$ cat src/rtl/adaptive_traffic_green_selector_unit_defines.svh
// ----------------------------------------------------------------------------
// Assertion macros for the traffic green selector
// Shared concurrent assertion forms, clocked on clk and disabled in reset.
// ----------------------------------------------------------------------------
`ifndef ADAPTIVE_TRAFFIC_GREEN_SELECTOR_UNIT_DEFINES_SVH
`define ADAPTIVE_TRAFFIC_GREEN_SELECTOR_UNIT_DEFINES_SVH

// Check that a condition holds in the same cycle as its trigger
`define ATGS_ASSERT_NOW(label, ante, cons) \
    label: assert property (@(posedge clk) disable iff (!rst_n) (ante) |-> (cons)) \
        else $error("same-cycle check failed");

// Check that a condition holds in the cycle after its trigger
`define ATGS_ASSERT_NEXT(label, ante, cons) \
    label: assert property (@(posedge clk) disable iff (!rst_n) (ante) |=> (cons)) \
        else $error("next-cycle check failed");

`endif

$ cat src/rtl/atgs_pkg.sv
// ----------------------------------------------------------------------------
// atgs_pkg
// Shared constants, types and the seven-segment decode of the green selector.
// ----------------------------------------------------------------------------
package atgs_pkg;

    localparam int NUM_ROADS     = 4;
    localparam int ROAD_W        = $clog2(NUM_ROADS);
    localparam int COUNT_MAX_DEF = 255;

    localparam int SEG_W         = 7;
    localparam int SERVED_W      = 8;
    localparam int UNITS_W       = 8;
    localparam int TICKS_W       = 32;
    localparam int CFG_IDX_W     = 1;

    localparam logic [TICKS_W-1:0] TICKS_PER_UNIT_RESET = 32'd100_000_000;
    localparam logic [UNITS_W-1:0] DEFAULT_UNITS_RESET  = 8'd5;
    localparam logic [UNITS_W-1:0] PERIOD_UNITS_RESET   = 8'd5;

    // Configuration register indexes
    typedef enum logic [CFG_IDX_W-1:0] {
        CFG_TICKS_PER_UNIT = 1'b0,
        CFG_DEFAULT_UNITS  = 1'b1
    } cfg_reg_t;

    // Lamp and display state handed from the road logic to the result port
    typedef struct packed {
        logic [ROAD_W-1:0] green_road;
        logic              green_on;
        logic [ROAD_W-1:0] display_road;
        logic [SEG_W-1:0]  display_segments;
    } atgs_view_t;

    // Seven-segment pattern of one decimal digit, bit 0 is segment a
    function automatic logic [SEG_W-1:0] seg_code(input logic [3:0] digit);
        logic [SEG_W-1:0] code;
        case (digit)
            4'd0:    code = 7'h3F;
            4'd1:    code = 7'h06;
            4'd2:    code = 7'h5B;
            4'd3:    code = 7'h4F;
            4'd4:    code = 7'h66;
            4'd5:    code = 7'h6D;
            4'd6:    code = 7'h7D;
            4'd7:    code = 7'h07;
            4'd8:    code = 7'h7F;
            4'd9:    code = 7'h6F;
            default: code = 7'h00;
        endcase
        return code;
    endfunction

endpackage

$ cat src/rtl/atgs_channels.sv
// ----------------------------------------------------------------------------
// atgs channels
// Valid/ready channels for sensor samples, results and configuration writes.
// ----------------------------------------------------------------------------

// Sensor sample channel
interface atgs_sample_if;
    logic                             valid;
    logic                             ready;
    logic [atgs_pkg::NUM_ROADS-1:0]   sensors;

    modport source (output valid, output sensors, input ready);
    modport sink   (input valid, input sensors, output ready);
endinterface

// Result channel
interface atgs_result_if;
    logic                             valid;
    logic                             ready;
    logic [atgs_pkg::ROAD_W-1:0]      green_road;
    logic                             green_on;
    logic [atgs_pkg::ROAD_W-1:0]      display_road;
    logic [atgs_pkg::SEG_W-1:0]       display_segments;
    logic                             period_end;
    logic [atgs_pkg::SERVED_W-1:0]    served_count;

    modport source (output valid, output green_road, output green_on, output display_road,
                    output display_segments, output period_end, output served_count,
                    input ready);
    modport sink   (input valid, input green_road, input green_on, input display_road,
                    input display_segments, input period_end, input served_count,
                    output ready);
endinterface

// Configuration write channel
interface atgs_cfg_if;
    logic                             valid;
    logic                             ready;
    logic [atgs_pkg::CFG_IDX_W-1:0]   index;
    logic [atgs_pkg::TICKS_W-1:0]     data;

    modport source (output valid, output index, output data, input ready);
    modport sink   (input valid, input index, input data, output ready);
endinterface

$ cat src/rtl/atgs_roads.sv
// ----------------------------------------------------------------------------
// atgs_roads
// Per-road edge counting, display update and greatest-demand road choice.
// ----------------------------------------------------------------------------
module atgs_roads #(
    parameter int COUNT_MAX = atgs_pkg::COUNT_MAX_DEF,
    parameter int CNT_W     = $clog2(COUNT_MAX + 1)
) (
    input  logic                             clk,
    input  logic                             rst_n,
    input  logic                             step,
    input  logic [atgs_pkg::NUM_ROADS-1:0]   sensors,
    input  logic                             period_end,
    output logic [CNT_W-1:0]                 served,
    output atgs_pkg::atgs_view_t             view
);

    localparam logic [CNT_W-1:0] CNT_LIMIT = CNT_W'(COUNT_MAX);

    logic [atgs_pkg::NUM_ROADS-1:0] prev_reg;
    logic [CNT_W-1:0]               cnt_reg  [atgs_pkg::NUM_ROADS];
    logic [CNT_W-1:0]               cnt_next [atgs_pkg::NUM_ROADS];
    logic [CNT_W-1:0]               cnt_up   [atgs_pkg::NUM_ROADS];
    logic [3:0]                     dig_reg  [atgs_pkg::NUM_ROADS];
    logic [3:0]                     dig_next [atgs_pkg::NUM_ROADS];
    logic [3:0]                     dig_up   [atgs_pkg::NUM_ROADS];
    logic [atgs_pkg::NUM_ROADS-1:0] rising;
    logic [CNT_W-1:0]               best;
    logic [atgs_pkg::ROAD_W-1:0]    best_road;
    atgs_pkg::atgs_view_t           view_reg;
    atgs_pkg::atgs_view_t           view_next;

    assign rising = sensors & ~prev_reg;

    // Count rising edges; keep a decimal digit alongside each count
    always_comb
    begin
        for (int r = 0; r < atgs_pkg::NUM_ROADS; r++)
        begin
            if (rising[r] && (cnt_reg[r] != CNT_LIMIT))
            begin
                cnt_up[r] = cnt_reg[r] + CNT_W'(1);
                dig_up[r] = (dig_reg[r] == 4'd9) ? 4'd0 : dig_reg[r] + 4'd1;
            end
            else
            begin
                cnt_up[r] = cnt_reg[r];
                dig_up[r] = dig_reg[r];
            end
        end
    end

    // Pick the strictly greatest count, first road on ties
    always_comb
    begin
        best      = '0;
        best_road = '0;
        for (int r = 0; r < atgs_pkg::NUM_ROADS; r++)
        begin
            if (cnt_up[r] > best)
            begin
                best      = cnt_up[r];
                best_road = atgs_pkg::ROAD_W'(r);
            end
        end
    end

    assign served = best;

    // Clear the served road and update lamps and display
    always_comb
    begin
        view_next = view_reg;
        for (int r = 0; r < atgs_pkg::NUM_ROADS; r++)
        begin
            if (period_end && (best_road == atgs_pkg::ROAD_W'(r)))
            begin
                cnt_next[r] = '0;
                dig_next[r] = 4'd0;
            end
            else
            begin
                cnt_next[r] = cnt_up[r];
                dig_next[r] = dig_up[r];
            end
            if (rising[r])
            begin
                view_next.display_road     = atgs_pkg::ROAD_W'(r);
                view_next.display_segments = atgs_pkg::seg_code(dig_up[r]);
            end
        end
        if (period_end)
        begin
            view_next.green_road = best_road;
            view_next.green_on   = 1'b1;
        end
    end

    // Advance road state on each processed sample
    always_ff @(posedge clk or negedge rst_n)
    begin
        if (!rst_n)
        begin
            prev_reg <= '1;
            view_reg <= '0;
            for (int r = 0; r < atgs_pkg::NUM_ROADS; r++)
            begin
                cnt_reg[r] <= '0;
                dig_reg[r] <= 4'd0;
            end
        end
        else if (step)
        begin
            prev_reg <= sensors;
            view_reg <= view_next;
            for (int r = 0; r < atgs_pkg::NUM_ROADS; r++)
            begin
                cnt_reg[r] <= cnt_next[r];
                dig_reg[r] <= dig_next[r];
            end
        end
    end

    assign view = view_reg;

endmodule

$ cat src/rtl/atgs_timer.sv
// ----------------------------------------------------------------------------
// atgs_timer
// Configuration registers and the nested tick/unit timer of the green period.
// ----------------------------------------------------------------------------
module atgs_timer #(
    parameter int CNT_W = 8
) (
    input  logic                             clk,
    input  logic                             rst_n,
    input  logic                             step,
    input  logic                             cfg_we,
    input  logic [atgs_pkg::CFG_IDX_W-1:0]   cfg_index,
    input  logic [atgs_pkg::TICKS_W-1:0]     cfg_data,
    input  logic [CNT_W-1:0]                 served,
    output logic                             period_end
);

    localparam int EXT_W = (CNT_W > atgs_pkg::UNITS_W) ? CNT_W : atgs_pkg::UNITS_W;

    logic [atgs_pkg::TICKS_W-1:0] tpu_reg;
    logic [atgs_pkg::UNITS_W-1:0] def_reg;
    logic [atgs_pkg::TICKS_W-1:0] tick_reg;
    logic [atgs_pkg::TICKS_W-1:0] tick_next;
    logic [atgs_pkg::UNITS_W-1:0] elapsed_reg;
    logic [atgs_pkg::UNITS_W-1:0] elapsed_next;
    logic [atgs_pkg::UNITS_W-1:0] units_reg;
    logic [atgs_pkg::UNITS_W-1:0] units_next;
    logic [atgs_pkg::TICKS_W-1:0] tpu_eff;
    logic [atgs_pkg::UNITS_W-1:0] def_eff;
    logic [atgs_pkg::TICKS_W-1:0] tick_inc;
    logic [atgs_pkg::UNITS_W-1:0] elapsed_inc;
    logic                         unit_done;
    logic [EXT_W-1:0]             served_ext;
    logic [atgs_pkg::UNITS_W-1:0] served_sat;

    // Zero settings behave as one
    assign tpu_eff = (tpu_reg == '0) ? atgs_pkg::TICKS_W'(1) : tpu_reg;
    assign def_eff = (def_reg == '0) ? atgs_pkg::UNITS_W'(1) : def_reg;

    assign tick_inc    = tick_reg + atgs_pkg::TICKS_W'(1);
    assign unit_done   = (tick_inc >= tpu_eff);
    assign elapsed_inc = (elapsed_reg != '1) ? elapsed_reg + atgs_pkg::UNITS_W'(1)
                                             : elapsed_reg;
    assign period_end  = unit_done && (elapsed_inc >= units_reg);

    // Saturate the served count into a period length
    assign served_ext = EXT_W'(served);
    assign served_sat = (served_ext > EXT_W'({atgs_pkg::UNITS_W{1'b1}}))
                        ? '1 : served_ext[atgs_pkg::UNITS_W-1:0];

    always_comb
    begin
        tick_next    = unit_done ? '0 : tick_inc;
        elapsed_next = elapsed_reg;
        units_next   = units_reg;
        if (period_end)
        begin
            elapsed_next = '0;
            units_next   = (served == '0) ? def_eff : served_sat;
        end
        else if (unit_done)
        begin
            elapsed_next = elapsed_inc;
        end
    end

    // Hold configuration registers
    always_ff @(posedge clk or negedge rst_n)
    begin
        if (!rst_n)
        begin
            tpu_reg <= atgs_pkg::TICKS_PER_UNIT_RESET;
            def_reg <= atgs_pkg::DEFAULT_UNITS_RESET;
        end
        else if (cfg_we)
        begin
            case (cfg_index)
                atgs_pkg::CFG_TICKS_PER_UNIT: tpu_reg <= cfg_data;
                atgs_pkg::CFG_DEFAULT_UNITS:  def_reg <= cfg_data[atgs_pkg::UNITS_W-1:0];
                default:                      tpu_reg <= tpu_reg;
            endcase
        end
    end

    // Advance the period timer on each processed sample
    always_ff @(posedge clk or negedge rst_n)
    begin
        if (!rst_n)
        begin
            tick_reg    <= '0;
            elapsed_reg <= '0;
            units_reg   <= atgs_pkg::PERIOD_UNITS_RESET;
        end
        else if (step)
        begin
            tick_reg    <= tick_next;
            elapsed_reg <= elapsed_next;
            units_reg   <= units_next;
        end
    end

endmodule

$ cat src/rtl/adaptive_traffic_green_selector_unit.sv
// ----------------------------------------------------------------------------
// adaptive_traffic_green_selector_unit
// Demand-adaptive traffic light controller: counts vehicles and picks green.
// ----------------------------------------------------------------------------
// Usage:
//   sample : one request per tick carrying the four road sensor levels.
//   result : one request back per sample with lamp, display and period-end
//            fields showing the state after that sample.
//   cfg    : register writes (index 0 ticks per unit, index 1 default units),
//            always ready; write only while no sample is in flight.
// Flow: an accepted sample enters the input register; its result is
//   registered into the result register when result is not held.
//   Throughput: one sample per cycle while result is not held, set by the
//   combinational update of counters, compare chain and timer in between.
// Reset: counters and display clear, no green lamp lit, period length 5 units
//   of 100000000 ticks, previous sensor sample taken as all ones.
// Stall: while result is held, the input register keeps one more sample;
//   sample ready drops only when both the input and result registers are full.
// ----------------------------------------------------------------------------
`include "adaptive_traffic_green_selector_unit_defines.svh"

module adaptive_traffic_green_selector_unit #(
    parameter int COUNT_MAX = atgs_pkg::COUNT_MAX_DEF
) (
    input  logic           clk,
    input  logic           rst_n,
    atgs_sample_if.sink    sample,
    atgs_result_if.source  result,
    atgs_cfg_if.sink       cfg
);

    localparam int CNT_W = $clog2(COUNT_MAX + 1);
    localparam int EXT_W = (CNT_W > atgs_pkg::SERVED_W) ? CNT_W : atgs_pkg::SERVED_W;

    logic                            s1_valid_reg;
    logic                            s1_valid_next;
    logic [atgs_pkg::NUM_ROADS-1:0]  s1_sensors_reg;
    logic                            out_valid_reg;
    logic                            out_valid_next;
    logic                            end_reg;
    logic                            end_next;
    logic [atgs_pkg::SERVED_W-1:0]   served_reg;
    logic [atgs_pkg::SERVED_W-1:0]   served_next;
    logic                            adv;
    logic                            step;
    logic                            period_end;
    logic [CNT_W-1:0]                served;
    logic [EXT_W-1:0]                served_ext;
    atgs_pkg::atgs_view_t            view;

    // Handshake control
    assign adv          = !out_valid_reg || result.ready;
    assign step         = s1_valid_reg && adv;
    assign sample.ready = !s1_valid_reg || adv;
    assign cfg.ready    = 1'b1;

    atgs_roads #(
        .COUNT_MAX (COUNT_MAX),
        .CNT_W     (CNT_W)
    ) u_roads (
        .clk        (clk),
        .rst_n      (rst_n),
        .step       (step),
        .sensors    (s1_sensors_reg),
        .period_end (period_end),
        .served     (served),
        .view       (view)
    );

    atgs_timer #(
        .CNT_W (CNT_W)
    ) u_timer (
        .clk        (clk),
        .rst_n      (rst_n),
        .step       (step),
        .cfg_we     (cfg.valid),
        .cfg_index  (cfg.index),
        .cfg_data   (cfg.data),
        .served     (served),
        .period_end (period_end)
    );

    assign served_ext = EXT_W'(served);

    always_comb
    begin
        s1_valid_next  = sample.ready ? sample.valid : s1_valid_reg;
        out_valid_next = adv ? s1_valid_reg : out_valid_reg;
        end_next       = end_reg;
        served_next    = served_reg;
        if (step)
        begin
            end_next    = period_end;
            served_next = period_end ? served_ext[atgs_pkg::SERVED_W-1:0] : '0;
        end
    end

    // Hold the valid flags of the input and result registers
    always_ff @(posedge clk or negedge rst_n)
    begin
        if (!rst_n)
        begin
            s1_valid_reg  <= 1'b0;
            out_valid_reg <= 1'b0;
        end
        else
        begin
            s1_valid_reg  <= s1_valid_next;
            out_valid_reg <= out_valid_next;
        end
    end

    // Capture sample and result payload
    always_ff @(posedge clk)
    begin
        if (sample.ready)
        begin
            s1_sensors_reg <= sample.sensors;
        end
        end_reg    <= end_next;
        served_reg <= served_next;
    end

    assign result.valid            = out_valid_reg;
    assign result.green_road       = view.green_road;
    assign result.green_on         = view.green_on;
    assign result.display_road     = view.display_road;
    assign result.display_segments = view.display_segments;
    assign result.period_end       = end_reg;
    assign result.served_count     = served_reg;

    `ATGS_ASSERT_NOW(a_served_only_at_end, result.valid && !result.period_end, result.served_count == '0)
    `ATGS_ASSERT_NOW(a_green_after_end, result.valid && result.period_end, result.green_on)
    `ATGS_ASSERT_NEXT(a_input_holds_on_stall, s1_valid_reg && !adv, s1_valid_reg)

endmodule
$ cat src/flat_wrapper.sv
// flat-port wrapper written by rule: the top's interface ports become plain ports
module adaptive_traffic_green_selector_unit_flat 
#(
    parameter int COUNT_MAX = atgs_pkg::COUNT_MAX_DEF
)
  (clk, rst_n, sample_valid, sample_sensors, sample_ready, result_valid, result_green_road, result_green_on, result_display_road, result_display_segments, result_period_end, result_served_count, result_ready, cfg_valid, cfg_index, cfg_data, cfg_ready);
  atgs_sample_if sample_i ();
  atgs_result_if result_i ();
  atgs_cfg_if cfg_i ();
  input  logic clk;
  input  logic rst_n;
  input wire logic [$bits(sample_i.valid)-1:0] sample_valid;
  input wire logic [$bits(sample_i.sensors)-1:0] sample_sensors;
  output wire logic [$bits(sample_i.ready)-1:0] sample_ready;
  output wire logic [$bits(result_i.valid)-1:0] result_valid;
  output wire logic [$bits(result_i.green_road)-1:0] result_green_road;
  output wire logic [$bits(result_i.green_on)-1:0] result_green_on;
  output wire logic [$bits(result_i.display_road)-1:0] result_display_road;
  output wire logic [$bits(result_i.display_segments)-1:0] result_display_segments;
  output wire logic [$bits(result_i.period_end)-1:0] result_period_end;
  output wire logic [$bits(result_i.served_count)-1:0] result_served_count;
  input wire logic [$bits(result_i.ready)-1:0] result_ready;
  input wire logic [$bits(cfg_i.valid)-1:0] cfg_valid;
  input wire logic [$bits(cfg_i.index)-1:0] cfg_index;
  input wire logic [$bits(cfg_i.data)-1:0] cfg_data;
  output wire logic [$bits(cfg_i.ready)-1:0] cfg_ready;
  assign sample_i.valid = sample_valid;
  assign sample_i.sensors = sample_sensors;
  assign sample_ready = sample_i.ready;
  assign result_valid = result_i.valid;
  assign result_green_road = result_i.green_road;
  assign result_green_on = result_i.green_on;
  assign result_display_road = result_i.display_road;
  assign result_display_segments = result_i.display_segments;
  assign result_period_end = result_i.period_end;
  assign result_served_count = result_i.served_count;
  assign result_i.ready = result_ready;
  assign cfg_i.valid = cfg_valid;
  assign cfg_i.index = cfg_index;
  assign cfg_i.data = cfg_data;
  assign cfg_ready = cfg_i.ready;
  adaptive_traffic_green_selector_unit #(.COUNT_MAX(COUNT_MAX)) u_core (.clk(clk), .rst_n(rst_n), .sample(sample_i), .result(result_i), .cfg(cfg_i));
endmodule
$ cat config.mk
export PLATFORM = sky130hd
export DESIGN_NAME = adaptive_traffic_green_selector_unit_flat
export DESIGN_NICKNAME = d
export VERILOG_FILES = /design/src/rtl/atgs_pkg.sv /design/src/rtl/atgs_channels.sv /design/src/rtl/atgs_roads.sv /design/src/rtl/atgs_timer.sv /design/src/rtl/adaptive_traffic_green_selector_unit.sv /design/src/flat_wrapper.sv
export VERILOG_INCLUDE_DIRS = /design/src /design/src/rtl
export SDC_FILE = /design/constraint.sdc
export NUM_CORES = 1
export LEC_CHECK = 0
export ABC_AREA = 1
export BUFFER_PORTS_ARGS = -buffer_cell sky130_fd_sc_hd__buf_2
export CORE_MARGIN = 4
export CORE_UTILIZATION = 45
export DETAILED_ROUTE_END_ITERATION = 6
export SYNTH_ARGS = -nofsm -noshare
export SYNTH_HDL_FRONTEND = slang
export SYNTH_SLANG_ARGS = --single-unit
$ cat constraint.sdc
create_clock -name clk -period 5.7 [get_ports clk]
set_input_delay 1.71 -clock clk [delete_from_list [all_inputs] [get_ports clk]]
set_output_delay 1.71 -clock clk [all_outputs]
set_load 0.05 [all_outputs]
==> reports/metrics.cfg <==
[global_routing]
first_global_vias=9999
grt_overflow=0
grt.total_usage_pct=20.5
gr-usage-met2_pct=34.7
antenna_found_initial=0
grt_max_degree=83
gr-usage-met3_pct=2.87
grt_pass1_wl_um=48500
grt-busiest-layer=met2
grt_use_met1_pct=27.8

[floorplan]
dieArea_um2=28800
core-area_um2=25400
die_x_um=170
rows=58
io_pins=66
die_h_um=170
start_util_pct=46.3

[run_status]
outcome=finished, final reports clean

[hold_path]
hold_start=u_core.u_roads.view[9]
min_path_type=reg2reg
hold_end=u_core.u_roads.view[9]
min_path_cells=1

[power]
power_density_nw_per_um2=635
p_total_w=0.00854
p_clk_share_pct=13.3
power_leakage_nw=6.89
p_switching_w=0.00436
power_frac_seq_pct=21.3
swShare_pct=51.0
pwr-share-comb_pct=65.4
p_int_w=0.00418
peakVddDrop_mv=0.585

[yosys]
synth_compound_area_share_pct=12.7
muxShareOfSynthArea_pct=0
seq_area_frac_synth_pct=36.3
ys_types=55
synth_area_um2=11700
synthAdderAreaFrac_pct=10.0
synth_fp_nets=1742
synthArstFlopShare_pct=92.2
synth_top_family_by_area=simple AND/OR/NAND/NOR gates
synth_seq_cells=167
yosys_warnings=0
synth_xor_area_share_pct=3.22
postSynthAreaPerCell_um2=7.32
yosys.area_share.simple_pct=27.9
syn_inst=1606
synthFlopType=dfrtp_1
synth-edff-count=13

[clocking]
cts_tree=built
clk_latency_ns=0.43
cts_made_buffers=17
cts_hold_buf=0
h-tree-depth=4
clock-sinks=167
clk_path_buf_depth=2
root_buffer=clkbuf_16
path_clk_slew_ns=0.07

[drt]
viasPerCell=5.20
ant_nets=0
wire_per_inst_um=14.5
drt_iter0_markers=632
drt_wl_total_um=29300
drc=0
vias=10500
dr.pass1.iters=5

[timing]
max_slew.worst_pin.slew_ns=1.06
fin_skew_ns=0.0102
relSlewSlack_pct=29.4
rsz0062_at_grt=yes
final.min_clock_period_ns=5.47
fmax_ghz=0.183
setup_violations=0
hold_viol=0
slew_viol_final=0
tns_ns=0
post-route-period-util_pct=95.9

[layout]
layout.cells.most_common_list=342 x nand2_1, 247 x inv_1, 147 x nor2_1
fillers=2499
drive_above_1_share_pct=15.2
antennaDiodeCount=0
syn_to_final_growth_pct=14.6
final_common_cell=nand2_1
nNetsFinal=1822

[placed_design]
io_buffers=64
gp_congestion=0.874
dp_hpwl_um=21700

[worst_setup_path]
rr_startpoint=u_core.u_roads.cnt_reg[17]
slowest_stage=dfrtp_1
arrival_ns=5.74
critical_path_class=reg2reg
startpoint_type=register
r2r_setup_slack_ns=0.23
cp-end-kind=register
r2r_cells=36
r2r-end=u_core.u_roads.cnt_reg[21]
cp_slowest_stage_delay_ns=0.44
worstPathMaxFanout=12
worst_ep_required_time_ns=5.97
crit_path_frequent_cell=nand2_1
cp_num_buf_inv=6
cp_top_family=simple AND/OR/NAND/NOR gates

[job]
drv_cap=0

power by group through the flow:
stage / registers, W / clock network, W / logic [W]
6_report: 0.00182 / 0.00114 / 0.00559
3_3_place_gp: 0.00182 / 0 / 0.00442
5_1_grt: 0.00187 / 0.00122 / 0.00628
4_1_cts: 0.00180 / 0.00116 / 0.00457
2_1_floorplan: 0.00190 / 0 / 0.00337
3_5_place_dp: 0.00182 / 0 / 0.00450
repair_timing:
item                       4_1_cts  5_1_grt
pin swaps                        0       25
cloned                           0        3
gates resized for setup          4       68
setup endpoints to repair       51       65
buffers inserted                 0       18
worst register-to-register path: cells and delay by family (launching register included):
kind / cells / cell delay [ns]
flip-flops: 1 / 0.44
buffers and inverters: 6 / 0.75
AO/OA/AOI/OAI: 4 / 0.66
AND/OR/NAND/NOR: 22 / 2.42
adder cells (fa/ha/maj): 4 / 1.03
cells in the mapped netlist, types with 2 or more instances:
library cell  number  area, um^2
nand2_1          357        1340
inv_1            250         938
nor2_1           151         567
dfrtp_1          134        3350
nand3_1          125         626
o21ai_0          117         586
ha_1              94        1180
a21oi_1           80         400
xor2_1            40         350
nand4_1           32         200
o22ai_1           26         163
clkbuf_1          24        90.1
dfstp_2           20         526
nor3_1            15        75.1
edfxtp_1          13         390
nor4_1            13        81.3
nand2_2           11        68.8
a21oi_2           10        87.6
and2_1             7        43.8
buf_2              7        35.0
nor2_4             7        78.8
or2_2              7        43.8
nand3_2            6        60.1
o211ai_1           5        37.5
o21ai_1            5        25.0
buf_1              4        15.0
nand2_4            4        45.0
a31oi_1            3        18.8
buf_4              3        22.5
clkinv_1           3        11.3
inv_2              3        11.3
a21o_1             2        15.0
a22o_1             2        17.5
nand3b_1           2        15.0
o21a_1             2        15.0
o21ai_2            2        17.5
o21bai_1           2        15.0
kinds of logic after synthesis:
| group | count (synthesis) |
|---|---|
| and+or+nand+nor | 742 |
| buffers and inverters | 295 |
| AOI/OAI and AO/OA | 266 |
| DFF | 167 |
| adders and majority gates | 94 |
| xor gates and xnor gates | 41 |
| other | 1 |
how the worst max path moves through the flow:
stage                               startpoint                          end  slack (ns)  cells after the start
CTS                 u_core.u_roads.cnt_reg[16]  u_core.u_timer.units_reg[5]        0.03                     34
global placement    u_core.u_roads.cnt_reg[16]  u_core.u_timer.units_reg[4]        0.06                     42
global route        u_core.u_roads.cnt_reg[17]  u_core.u_timer.units_reg[5]       -0.17                     35
floorplan           u_core.u_roads.cnt_reg[24]  u_core.u_timer.units_reg[1]        0.51                     38
finish              u_core.u_roads.cnt_reg[17]   u_core.u_roads.cnt_reg[21]        0.23                     36
detailed placement  u_core.u_roads.cnt_reg[16]    u_core.u_roads.cnt_reg[7]       -0.23                     32
final cells by class:
type                            count  area [um^2]  share of cell area, %
Clock inverter                     13          121                  0.902
Clock buffer                       19          443                   3.29
Timing Repair Buffer               97          594                   4.42
Multi-Input combinational cell   1145         6630                   49.3
Timing Repair inverter              2         12.5                 0.0930
Tap cell                          330          413                   3.07
Inverter                          256          970                   7.20
Sequential cell                   167         4270                   31.7
routing by layer:
metal	wire length, um	vias up
li1	-	5403
met1	13700	4895
met2	14100	203
met3	947	42
met4	552	0
met5	0	-
stage by stage:
| step | util, % | setup slack, ns | hold slack [ns] | instance area [um^2] | std cells |
|---|---|---|---|---|---|
| 6_report | 53.0 | 0.232 | 0.469 | 13500 | 2029 |
| 5_1_grt | 53.0 | -0.173 | 0.493 | 13500 | 2029 |
| 4_1_cts | 51.2 | 0.0281 | 0.483 | 13000 | 2008 |
| 3_5_place_dp | 48.9 | -0.227 | 0.467 | 12400 | 1976 |
| 3_3_place_gp | 48.9 | 0.0573 | 0.448 | 12400 | 1976 |
| 2_1_floorplan | - | 0.505 | 0.464 | 11700 | 1606 |
No activity file was read; power rests on OpenSTA's default activity.
